### src/rtl/cbb_pkg.sv
// ----------------------------------------------------------------------------
// cbb_pkg
// Shared types and constants for the circuit breaker with backoff.
// ----------------------------------------------------------------------------
package cbb_pkg;

   localparam int THRESH_W = 16;
   localparam int MS_W     = 20;
   localparam int NS_W     = 40;
   localparam int TIME_W   = 64;
   localparam int CSR_IDX_W = 2;
   localparam int CSR_DAT_W = 20;

   localparam logic [NS_W-1:0] NS_PER_MS = NS_W'(1000 * 1000);

   localparam logic [THRESH_W-1:0] THRESH_RESET = THRESH_W'(8);
   localparam logic [MS_W-1:0]     FIRST_RESET  = MS_W'(1000);
   localparam logic [MS_W-1:0]     MAX_RESET    = MS_W'(30000);

   localparam logic [CSR_IDX_W-1:0] CSR_THRESHOLD = CSR_IDX_W'(0);
   localparam logic [CSR_IDX_W-1:0] CSR_FIRST_MS  = CSR_IDX_W'(1);
   localparam logic [CSR_IDX_W-1:0] CSR_MAX_MS    = CSR_IDX_W'(2);

   localparam logic MODE_QUERY    = 1'b0;
   localparam logic MODE_CALL_END = 1'b1;

   localparam logic [1:0] OUTCOME_SUCCESS = 2'd0;
   localparam logic [1:0] OUTCOME_NEUTRAL = 2'd1;

   typedef enum logic [1:0] {
      ST_CLOSED = 2'd0,
      ST_OPEN   = 2'd1,
      ST_HALF   = 2'd2
   } state_type;

   typedef struct packed {
      logic [THRESH_W-1:0] threshold;
      logic [MS_W-1:0]     first_ms;
      logic [MS_W-1:0]     max_ms;
      logic [NS_W-1:0]     first_ns;
      logic [NS_W-1:0]     max_ns;
   } cfg_type;

endpackage

### src/rtl/cbb_req_if.sv
// ----------------------------------------------------------------------------
// cbb_req_if
// Request channel: permission queries and call-end reports.
// ----------------------------------------------------------------------------
interface cbb_req_if;
   logic        valid;
   logic        ready;
   logic        mode;
   logic [1:0]  outcome;
   logic [63:0] now_ns;

   modport source (output valid, output mode, output outcome, output now_ns,
                   input ready);
   modport sink   (input valid, input mode, input outcome, input now_ns,
                   output ready);
endinterface

### src/rtl/cbb_rsp_if.sv
// ----------------------------------------------------------------------------
// cbb_rsp_if
// Response channel: permission decision and breaker state.
// ----------------------------------------------------------------------------
interface cbb_rsp_if;
   logic       valid;
   logic       ready;
   logic       allowed;
   logic [1:0] breaker_state;

   modport source (output valid, output allowed, output breaker_state,
                   input ready);
   modport sink   (input valid, input allowed, input breaker_state,
                   output ready);
endinterface

### src/rtl/cbb_csr.sv
// ----------------------------------------------------------------------------
// cbb_csr
// Configuration registers with precomputed window lengths in nanoseconds.
// ----------------------------------------------------------------------------
module cbb_csr
   import cbb_pkg::*;
(
   input  logic                 clock,
   input  logic                 reset,
   input  logic                 csr_write,
   input  logic [CSR_IDX_W-1:0] csr_index,
   input  logic [CSR_DAT_W-1:0] csr_wdata,
   output cfg_type              cfg
);

   logic [THRESH_W-1:0] threshold_ff;
   logic [MS_W-1:0]     first_ms_ff;
   logic [MS_W-1:0]     max_ms_ff;
   logic [NS_W-1:0]     first_ns_ff;
   logic [NS_W-1:0]     max_ns_ff;
   logic [NS_W-1:0]     first_ns_in;
   logic [NS_W-1:0]     max_ns_in;

   assign first_ns_in = NS_W'(first_ms_ff) * NS_PER_MS;
   assign max_ns_in   = NS_W'(max_ms_ff) * NS_PER_MS;

   always_ff @(posedge clock) begin
      if (reset) begin
         threshold_ff <= THRESH_RESET;
         first_ms_ff  <= FIRST_RESET;
         max_ms_ff    <= MAX_RESET;
         first_ns_ff  <= NS_W'(FIRST_RESET) * NS_PER_MS;
         max_ns_ff    <= NS_W'(MAX_RESET) * NS_PER_MS;
      end else begin
         first_ns_ff <= first_ns_in;
         max_ns_ff   <= max_ns_in;
         if (csr_write) begin
            unique case (csr_index)
               CSR_THRESHOLD: threshold_ff <= csr_wdata[THRESH_W-1:0];
               CSR_FIRST_MS:  first_ms_ff  <= csr_wdata[MS_W-1:0];
               CSR_MAX_MS:    max_ms_ff    <= csr_wdata[MS_W-1:0];
               default: ;
            endcase
         end
      end
   end

   assign cfg.threshold = threshold_ff;
   assign cfg.first_ms  = first_ms_ff;
   assign cfg.max_ms    = max_ms_ff;
   assign cfg.first_ns  = first_ns_ff;
   assign cfg.max_ns    = max_ns_ff;

endmodule

### src/rtl/cbb_core.sv
// ----------------------------------------------------------------------------
// cbb_core
// Breaker state, failure counter, backoff window and open deadline.
// ----------------------------------------------------------------------------
module cbb_core
   import cbb_pkg::*;
(
   input  logic              clock,
   input  logic              reset,
   input  logic              step,
   input  logic              mode,
   input  logic [1:0]        outcome,
   input  logic [TIME_W-1:0] now_ns,
   input  cfg_type           cfg,
   output logic              allowed,
   output state_type         state_next
);

   state_type           state_ff,    state_in;
   logic                probe_ff,    probe_in;
   logic [THRESH_W-1:0] count_ff,    count_in;
   logic [MS_W-1:0]     win_ms_ff,   win_ms_in;
   logic [NS_W-1:0]     win_ns_ff,   win_ns_in;
   logic [TIME_W-1:0]   deadline_ff, deadline_in;

   logic [MS_W:0]       win_dbl;
   logic [MS_W-1:0]     trip_ms;
   logic [NS_W-1:0]     trip_ns;
   logic [THRESH_W-1:0] count_inc;
   logic                expired;

   assign win_dbl   = {win_ms_ff, 1'b0};
   assign count_inc = (count_ff == '1) ? count_ff : count_ff + 1'b1;
   assign expired   = now_ns >= deadline_ff;

   // backoff window for a trip
   always_comb begin
      if (win_ms_ff == '0) begin
         trip_ms = cfg.first_ms;
         trip_ns = cfg.first_ns;
      end else if (win_dbl < {1'b0, cfg.max_ms}) begin
         trip_ms = win_dbl[MS_W-1:0];
         trip_ns = {win_ns_ff[NS_W-2:0], 1'b0};
      end else begin
         trip_ms = cfg.max_ms;
         trip_ns = cfg.max_ns;
      end
   end

   // next state
   always_comb begin
      logic trip;
      trip        = 1'b0;
      state_in    = state_ff;
      probe_in    = probe_ff;
      count_in    = count_ff;
      win_ms_in   = win_ms_ff;
      win_ns_in   = win_ns_ff;
      deadline_in = deadline_ff;
      if (mode == MODE_QUERY) begin
         unique case (state_ff)
            ST_OPEN: begin
               if (expired) begin
                  state_in = ST_HALF;
                  probe_in = 1'b1;
               end
            end
            ST_HALF: probe_in = 1'b1;
            default: ;
         endcase
      end else begin
         probe_in = 1'b0;
         if (outcome == OUTCOME_SUCCESS) begin
            count_in = '0;
            if (state_ff == ST_HALF) begin
               state_in  = ST_CLOSED;
               win_ms_in = '0;
               win_ns_in = '0;
            end
         end else if (outcome != OUTCOME_NEUTRAL) begin
            unique case (state_ff)
               ST_CLOSED: begin
                  count_in = count_inc;
                  trip     = count_inc >= cfg.threshold;
               end
               ST_HALF: trip = 1'b1;
               default: ;
            endcase
         end
      end
      if (trip) begin
         state_in    = ST_OPEN;
         win_ms_in   = trip_ms;
         win_ns_in   = trip_ns;
         deadline_in = now_ns + TIME_W'(trip_ns);
         count_in    = '0;
         probe_in    = 1'b0;
      end
   end

   // outputs
   always_comb begin
      allowed = 1'b0;
      if (mode == MODE_QUERY) begin
         unique case (state_ff)
            ST_OPEN: allowed = expired;
            ST_HALF: allowed = !probe_ff;
            default: allowed = 1'b1;
         endcase
      end
   end

   assign state_next = state_in;

   always_ff @(posedge clock) begin
      if (reset) begin
         state_ff    <= ST_CLOSED;
         probe_ff    <= 1'b0;
         count_ff    <= '0;
         win_ms_ff   <= '0;
         win_ns_ff   <= '0;
         deadline_ff <= '0;
      end else if (step) begin
         state_ff    <= state_in;
         probe_ff    <= probe_in;
         count_ff    <= count_in;
         win_ms_ff   <= win_ms_in;
         win_ns_ff   <= win_ns_in;
         deadline_ff <= deadline_in;
      end
   end

   a_probe_half: assert property (@(posedge clock) disable iff (reset)
      probe_ff |-> state_ff == ST_HALF)
      else $error("probe in flight outside half-open");

   a_count_closed: assert property (@(posedge clock) disable iff (reset)
      state_ff != ST_CLOSED |-> count_ff == '0)
      else $error("failure count nonzero outside closed");

   a_query_closed: assert property (@(posedge clock) disable iff (reset)
      step && mode == MODE_QUERY && state_ff == ST_CLOSED |=> state_ff == ST_CLOSED)
      else $error("query left closed state");

   a_window_zero: assert property (@(posedge clock) disable iff (reset)
      win_ms_ff == '0 |-> win_ns_ff == '0)
      else $error("window lengths disagree");

endmodule

### src/rtl/circuit_breaker_backoff.sv
// ----------------------------------------------------------------------------
// circuit_breaker_backoff
// Three-state circuit breaker with exponential backoff of the open window.
//
//   channel  dir  handshake        payload
//   req      in   valid / ready    mode, outcome, now_ns
//   rsp      out  valid / ready    allowed, breaker_state
//   csr      in   csr_write        csr_index, csr_wdata
//
// one item per cycle sustained while rsp.ready stays high
// input register, then state update into the output register
// window lengths in ns are precomputed into registers from the registered csr ms values
// reset clears breaker state and loads default configuration
// a stalled response holds the pipeline; req.ready drops only when both stages are full
// ----------------------------------------------------------------------------
module circuit_breaker_backoff
   import cbb_pkg::*;
(
   input  logic                 clock,
   input  logic                 reset,
   cbb_req_if.sink              req,
   cbb_rsp_if.source            rsp,
   input  logic                 csr_write,
   input  logic [CSR_IDX_W-1:0] csr_index,
   input  logic [CSR_DAT_W-1:0] csr_wdata
);

   cfg_type cfg;

   logic              in_valid_ff;
   logic              in_mode_ff;
   logic [1:0]        in_outcome_ff;
   logic [TIME_W-1:0] in_now_ff;

   logic              out_valid_ff;
   logic              out_allowed_ff;
   state_type         out_state_ff;

   logic              advance;
   logic              step;
   logic              allowed;
   state_type         state_next;

   assign advance   = !out_valid_ff || rsp.ready;
   assign step      = in_valid_ff && advance;
   assign req.ready = !in_valid_ff || advance;

   cbb_csr u_csr (
      .clock     (clock),
      .reset     (reset),
      .csr_write (csr_write),
      .csr_index (csr_index),
      .csr_wdata (csr_wdata),
      .cfg       (cfg)
   );

   cbb_core u_core (
      .clock      (clock),
      .reset      (reset),
      .step       (step),
      .mode       (in_mode_ff),
      .outcome    (in_outcome_ff),
      .now_ns     (in_now_ff),
      .cfg        (cfg),
      .allowed    (allowed),
      .state_next (state_next)
   );

   always_ff @(posedge clock) begin
      if (reset) begin
         in_valid_ff <= 1'b0;
      end else if (req.ready) begin
         in_valid_ff <= req.valid;
      end
   end

   always_ff @(posedge clock) begin
      if (req.valid && req.ready) begin
         in_mode_ff    <= req.mode;
         in_outcome_ff <= req.outcome;
         in_now_ff     <= req.now_ns;
      end
   end

   always_ff @(posedge clock) begin
      if (reset) begin
         out_valid_ff <= 1'b0;
      end else if (advance) begin
         out_valid_ff <= in_valid_ff;
      end
   end

   always_ff @(posedge clock) begin
      if (step) begin
         out_allowed_ff <= allowed;
         out_state_ff   <= state_next;
      end
   end

   assign rsp.valid         = out_valid_ff;
   assign rsp.allowed       = out_allowed_ff;
   assign rsp.breaker_state = out_state_ff;

endmodule

### src/flat_wrapper.sv
// flat-port wrapper written by rule: the top's interface ports become plain ports
module circuit_breaker_backoff_flat import cbb_pkg::*;
  (clock, reset, csr_write, csr_index, csr_wdata, req_valid, req_mode, req_outcome, req_now_ns, req_ready, rsp_valid, rsp_allowed, rsp_breaker_state, rsp_ready);
  cbb_req_if req_i ();
  cbb_rsp_if rsp_i ();
  input  logic clock;
  input  logic reset;
  input  logic csr_write;
  input  logic [CSR_IDX_W-1:0] csr_index;
  input  logic [CSR_DAT_W-1:0] csr_wdata;
  input wire logic [$bits(req_i.valid)-1:0] req_valid;
  input wire logic [$bits(req_i.mode)-1:0] req_mode;
  input wire logic [$bits(req_i.outcome)-1:0] req_outcome;
  input wire logic [$bits(req_i.now_ns)-1:0] req_now_ns;
  output wire logic [$bits(req_i.ready)-1:0] req_ready;
  output wire logic [$bits(rsp_i.valid)-1:0] rsp_valid;
  output wire logic [$bits(rsp_i.allowed)-1:0] rsp_allowed;
  output wire logic [$bits(rsp_i.breaker_state)-1:0] rsp_breaker_state;
  input wire logic [$bits(rsp_i.ready)-1:0] rsp_ready;
  assign req_i.valid = req_valid;
  assign req_i.mode = req_mode;
  assign req_i.outcome = req_outcome;
  assign req_i.now_ns = req_now_ns;
  assign req_ready = req_i.ready;
  assign rsp_valid = rsp_i.valid;
  assign rsp_allowed = rsp_i.allowed;
  assign rsp_breaker_state = rsp_i.breaker_state;
  assign rsp_i.ready = rsp_ready;
  circuit_breaker_backoff u_core (.clock(clock), .reset(reset), .req(req_i), .rsp(rsp_i), .csr_write(csr_write), .csr_index(csr_index), .csr_wdata(csr_wdata));
endmodule
### config.mk
export PLATFORM = sky130hd
export DESIGN_NAME = circuit_breaker_backoff_flat
export DESIGN_NICKNAME = d
export VERILOG_FILES = /design/src/rtl/cbb_pkg.sv /design/src/rtl/cbb_req_if.sv /design/src/rtl/cbb_rsp_if.sv /design/src/rtl/cbb_csr.sv /design/src/rtl/cbb_core.sv /design/src/rtl/circuit_breaker_backoff.sv /design/src/flat_wrapper.sv
export SDC_FILE = /design/constraint.sdc
export NUM_CORES = 1
export LEC_CHECK = 0
export BUFFER_PORTS_ARGS = -buffer_cell sky130_fd_sc_hd__buf_2
export CAP_MARGIN = 25
export CELL_PAD_IN_SITES_DETAIL_PLACEMENT = 0
export CELL_PAD_IN_SITES_GLOBAL_PLACEMENT = 2
export CORE_MARGIN = 3
export CORE_UTILIZATION = 41
export CTS_CLUSTER_DIAMETER = 50
export DETAILED_ROUTE_END_ITERATION = 10
export HOLD_SLACK_MARGIN = 0.1
export PLACE_DENSITY_LB_ADDON = 0.3
export SKIP_CTS_REPAIR_TIMING = 1
export SYNTH_ARGS = -nofsm -noshare
export SYNTH_HDL_FRONTEND = slang
export SYNTH_HIERARCHICAL = 1
export SYNTH_SLANG_ARGS = --single-unit
### constraint.sdc
create_clock -name clock -period 6.55 [get_ports clock]
set_input_delay 0.9825 -clock clock [delete_from_list [all_inputs] [get_ports clock]]
set_output_delay 0.9825 -clock clock [all_outputs]
set_load 0.01 [all_outputs]
# After elaboration in Yosys (flattened, before gate mapping)
# Index checks and enable logic that the tools add are counted.
totals:
  ff_bits: 350
  in_bits: 94
  out_inout_bits: 5
  elab_cells: 91
classes:
  add_sub_neg: 2
  multipliers: 2
  n_lt_le_gt_ge: 3
  n_eq_ne: 7
  muxes: 33
  n_reduce_logical: 24
op_table:
  columns: ["cell", "n"]
  rows:
  - ["$mux W39", 4]
  - ["$mux W20", 6]
  - ["$mux W16", 6]
  - ["$mux W40", 2]
  - ["$mul A20 B14 Y34 const B", 2]
  - ["$add A64 B40 Y64", 1]
  - ["$ge A64 B64 Y1", 1]
  - ["$lt A21 B20 Y1", 1]
  - ["$logic_not A20 Y1", 1]
  - ["$add A16 B1 Y16 const B", 1]
  - ["$eq A16 B16 Y1 const B", 1]
  - ["$ge A16 B16 Y1", 1]
  - ["$mux W2", 6]
  - ["$reduce_and A2 Y1", 4]
  - ["$reduce_and A4 Y1", 2]
  - ["$logic_not A2 Y1", 3]
  - ["$mux W1", 6]
  - ["$pmux W1 S2", 3]
  - ["$reduce_bool A2 Y1", 3]
  - ["$reduce_bool A3 Y1", 2]
  - ["$eq A2 B1 Y1 const B", 2]
  - ["$eq A2 B2 Y1 const B", 2]
  - ["$ne A4 B3 Y1 const B", 1]
  - ["$reduce_bool A4 Y1", 1]
  - ["other kinds (5)", 9]

# Logic depth before layout (Yosys ltp)
logic_depth:
  word_depth: 9
  mapped_depth: 26
  mapped_depth_nobuf: 22

# Cells and area by module
# Netlist, hierarchy kept.
modules_own_cells:
  columns: ["module", "instances", "cells_per_inst", "area_per_inst_um2", "seq_area_each_um2"]
  rows:
  - ["cbb_csr", 1, 1379, 12898.6, 2482.4]
  - ["cbb_core", 1, 1524, 11876.4, 2842.7]
  - ["circuit_breaker_backoff", 1, 80, 2205.9, 2142.1]

# Least setup slack after synthesis
# Ideal clock, no wire load.
synth_timing:
  kind: "register to register"
  start: "register u_core.u_csr.first_ms_ff[1]"
  end: "register u_core.u_csr.first_ns_ff[37]"
  setup_time_ns: 0.123
  arrival_ns: 5.229
  t_required_ns: 6.427
  slack_ns: 1.198
  stages_incl_launch_ff: 19
  path_buffers: 0
  period_less_slack_ns: 5.352
  cell_sequence: "dfxtp_1 > inv_1 > fa_1 > inv_1 > fa_1 > fa_1 > fa_1 > ha_1 > inv_1 > fa_1 > inv_1 > ha_1 > a21oi_1 > o211ai_1 > o21ai_0 > o41a_1 > o31ai_4 > a311oi_1 > mux2_1"
synth_via:
  elab_chain_len: 1
synth_lines:
  columns: ["element", "line", "text"]
  rows:
  - ["start: declaration", "cbb_csr.sv:17", "logic [MS_W-1:0] first_ms_ff;"]
  - ["start signal: assignment", "cbb_csr.sv:40", "CSR_FIRST_MS: first_ms_ff <= csr_wdata[MS_W-1:0];"]
  - ["$mul A20 B14 Y34", "cbb_csr.sv:24", "assign first_ns_in = NS_W'(first_ms_ff) * NS_PER_MS;"]
  - ["end signal: assignment", "cbb_csr.sv:32", "first_ns_ff <= NS_W'(FIRST_RESET) * NS_PER_MS;"]
  - ["end signal: assignment", "cbb_csr.sv:35", "first_ns_ff <= first_ns_in;"]
  - ["end: declaration", "cbb_csr.sv:19", "logic [NS_W-1:0] first_ns_ff;"]
# No other way between the ends.
# A chain may end at the register's enable or synchronous reset.

# Worst setup path after layout
layout_timing:
  start: "register u_core.u_csr.first_ms_ff[0]"
  end: "register u_core.u_csr.first_ns_ff[37]"
# The elaborated chain is that of the path after synthesis.

==> results by group <==
Status
  • Outcome: complete, no violations

Timing
  • Hold Fails Final Rpt: 0
  • Setup_tns: 0 ns
  • Fmax: 171 MHz
  • Final setup viols: 0
  • Unrepaired setup endpoints after global routing: false
  • Tmin final: 5.85 ns
  • Final Max Tran Viols: 0
  • Slew @ Worst Pin: 0.965 ns
  • Clock skew: 0.0478 ns
  • Final WS setup: 0.702 ns
  • Tcrit/Tclk final: 0.893
  • Slew Limit Headroom: 0.355

Layout
  • Fill cells: 6,236
  • Commonest non-fill, non-tap cell in the layout: ha_1
  • Share of layout cells above drive strength 1: 0.0942
  • Fin cells: 3,964
  • ANT cells: 0
  • Core Util, Final: 0.465
  • Leading cell types in the layout, fill and taps excluded: 382 x ha_1, 335 x inv_1, 298 x nand2_1
  • Final nets: 3,693
  • Area Growth Syn to Fin: 11.8%

GRT
  • GRT overflow: 0
  • Largest net degree at the start of global routing: 68
  • Vias in the first global route: 21.6k
  • Initial antenna violation count: 0
  • Global-route wire length before repair: 122,000 um
  • GRT Total Usage: 0.222

Power
  • Power Internal: 0.00561 W
  • Total Power: 0.00960 W
  • Pwr per Cell Area: 318 mW/mm2
  • Leakage: 13.4 nW
  • Peak supply drop: 189 uV
  • Clk pwr share: 0.287
  • Seq pwr share: 0.253
  • Gate power share: 0.460
  • Net Sw Power: 0.00399 W
  • Net Sw Frac: 0.416

Setup path
  • Worst Setup SP: u_core/u_csr/first_ms_ff[0]$_SDFFE_PP0P_
  • Reg-to-reg startpoint: u_core/u_csr/first_ms_ff[0]$_SDFFE_PP0P_
  • Worst Setup Start Kind: flop
  • Crit end category: flop
  • CP Max Fanout: 9
  • Worst path arrival time: 6.30 ns
  • Reg2Reg Setup Slack: 0.70 ns
  • Worst r2r dst: u_core/u_csr/first_ns_ff[37]$_SDFF_PP0_
  • Type of the worst setup path: flop to flop
  • CP endpoint: u_core/u_csr/first_ns_ff[37]$_SDFF_PP0_
  • Required @ worst endpoint: 7.00 ns
  • FF-to-FF path depth: 18

Route
  • Vias post-DR: 21.5k
  • First DRT Iteration DRCs: 1,302
  • Final ANT Viol Nets: 0
  • Vias per cell: 5.42
  • Total Wirelength: 77,700 um
  • # DRC: 0
  • Avg WL per Cell: 19.6 um
  • Initial DRT Pass Iterations: 5

Run
  • Max-cap viol count: 0

Logic synthesis
  • Cell taking the most area after synthesis: dfxtp_1
  • Seq/Total Area, Yosys: 0.277
  • Commonest register cell after synthesis: dfxtp_1
  • Post-synth ARST share: 0
  • Mean post-synth cell area: 9.04 um2
  • Post-Syn Instances: 2,983
  • Post-synthesis register bit count: 338
  • YS warnings: 6
  • Synth cell types: 82
  • Synth top area share: 0.199
  • Synthesized area: 0.0270 mm2
  • Post-synth EDFFs: 70
  • Synth top area cells: dfxtp_1 20%, ha_1 18%, fa_1 11%

Clocking
  • Worst-path clk slew: 0.06 ns
  • CTS sink cnt: 338
  • Skew-Pair Late Insertion Delay: 0.61 ns
  • CTS tree: built
  • Longest Clk Path Bufs: 3
  • Clk root buf: clkbuf_16
  • Inserted Clock Buffers: 53
  • # H-tree levels: 2

Die
  • FP Rows: 93
  • Die width: 263 um
  • Core Area: 0.0648 mm2
  • Die H: 263 um
  • Top Ports: 99
  • Starting Density: 0.416
  • Die area: 0.0689 mm2

Place
  • Place WS: 0.721 ns
  • # port buffers: 98
  • Placer Congestion: 0.900
  • Placed Cells: 3,865
  • Hpwl dp: 61,000 um

Hold path
  • Worst hold path type: flop to flop
## worst max-delay path: stages (launching register included)
cell	delay, ns
dfxtp_1	0.71
ha_1	0.34
ha_1	0.27
inv_1	0.05
fa_1	0.52
fa_1	0.52
inv_1	0.04
ha_1	0.28
inv_1	0.07
fa_1	0.50
inv_1	0.04
ha_1	0.44
and4_1	0.25
nor4b_2	0.22
nor3_2	0.13
o41a_1	0.52
o31ai_4	0.31
a311oi_1	0.14
mux2_1	0.33
## per-stage QoR
step / instance area, um2 / hold WS (ns)
2_1_floorplan: 27000 / 0.432
3_3_place_gp: 28400 / 0.440
3_5_place_dp: 28400 / 0.446
4_1_cts: 30200 / 0.454
5_1_grt: 30200 / 0.471
6_report: 30200 / 0.451
## cells in the mapped netlist, types with 63 or more instances
library cell and n:
ha_1 382, inv_1 335, nand2_1 298, dfxtp_1 268, a21oi_1 245, nor2_1 207
fa_1 151, o21ai_0 110, a21o_1 83, clkbuf_1 75, edfxtp_1 70, mux2i_1 63
## sequential cells by signal (all words and copies together), names as in the netlist, 20 cells and up
| register | flops |
|---|---|
| u_core/u_csr/first_ms_ff | 20 |
| u_core/in_now_ff | 64 |
| u_core/u_csr/max_ns_ff | 34 |
| u_core/u_core/win_ms_ff | 20 |
| u_core/u_csr/first_ns_ff | 34 |
| u_core/u_core/win_ns_ff | 39 |
| u_core/u_csr/max_ms_ff | 20 |
| u_core/u_core/deadline_ff | 64 |
## metal layers
metal | global-route usage | part of all wire | wire [um]
met2 | 0.358 | 0.45 | 35300
met3 | 0.0307 | 0.043 | 3350
met1 | 0.305 | 0.47 | 36500
met5 | 0 | 0 | 0
met4 | 0.0754 | 0.033 | 2570
## power groups by stage
stage	clock network, W	logic (W)	registers, W
after floorplan	0	0.00323	0.00241
after global placement	0	0.00438	0.00248
after detailed placement	0	0.00437	0.00248
after CTS	0.00282	0.00442	0.00243
after global routing	0.00291	0.00498	0.00245
final	0.00275	0.00442	0.00243
## final cells by class
class                      instances  area (um2)  share of cell area
inverter                         335        1260              0.0417
multi-input combinational       2189       17700               0.587
clock buffer                      64        1450              0.0481
tap                              855        1070              0.0355
timing repair buffer             149         920              0.0305
sequential                       338        7470               0.248
clock inverter                    34         305              0.0101
## cells by family after synthesis
logic type	after synthesis	share of synthesized area
compound gates	698	0.170
xor+xnor	105	0.0341
fa+ha+maj	533	0.289
buf+inv	467	0.0698
flops	338	0.277
mux	74	0.0280
other cells	1	0.000139
simple gates	767	0.133
## how the worst min path moves through the flow
| stage | startpoint | end | slack [ns] | cells after the start |
|---|---|---|---|---|
| final | u_core/u_core/deadline_ff[24]$_SDFFE_PP0P_ | u_core/u_core/deadline_ff[24]$_SDFFE_PP0P_ | 0.45 | 2 |
| after global routing | u_core/u_csr/first_ns_ff[16]$_SDFF_PP0_ | u_core/u_core/win_ns_ff[16]$_SDFFE_PP0P_ | 0.47 | 1 |
| after CTS | u_core/u_core/deadline_ff[10]$_SDFFE_PP0P_ | u_core/u_core/deadline_ff[10]$_SDFFE_PP0P_ | 0.45 | 2 |
| after detailed placement | u_core/u_core/deadline_ff[10]$_SDFFE_PP0P_ | u_core/u_core/deadline_ff[10]$_SDFFE_PP0P_ | 0.45 | 2 |
| after global placement | u_core/u_core/deadline_ff[3]$_SDFFE_PP0P_ | u_core/u_core/deadline_ff[3]$_SDFFE_PP0P_ | 0.44 | 2 |
| after floorplan | u_core/u_core/deadline_ff[11]$_SDFFE_PP0P_ | u_core/u_core/deadline_ff[11]$_SDFFE_PP0P_ | 0.43 | 2 |
(Power assumes the default switching activity.)
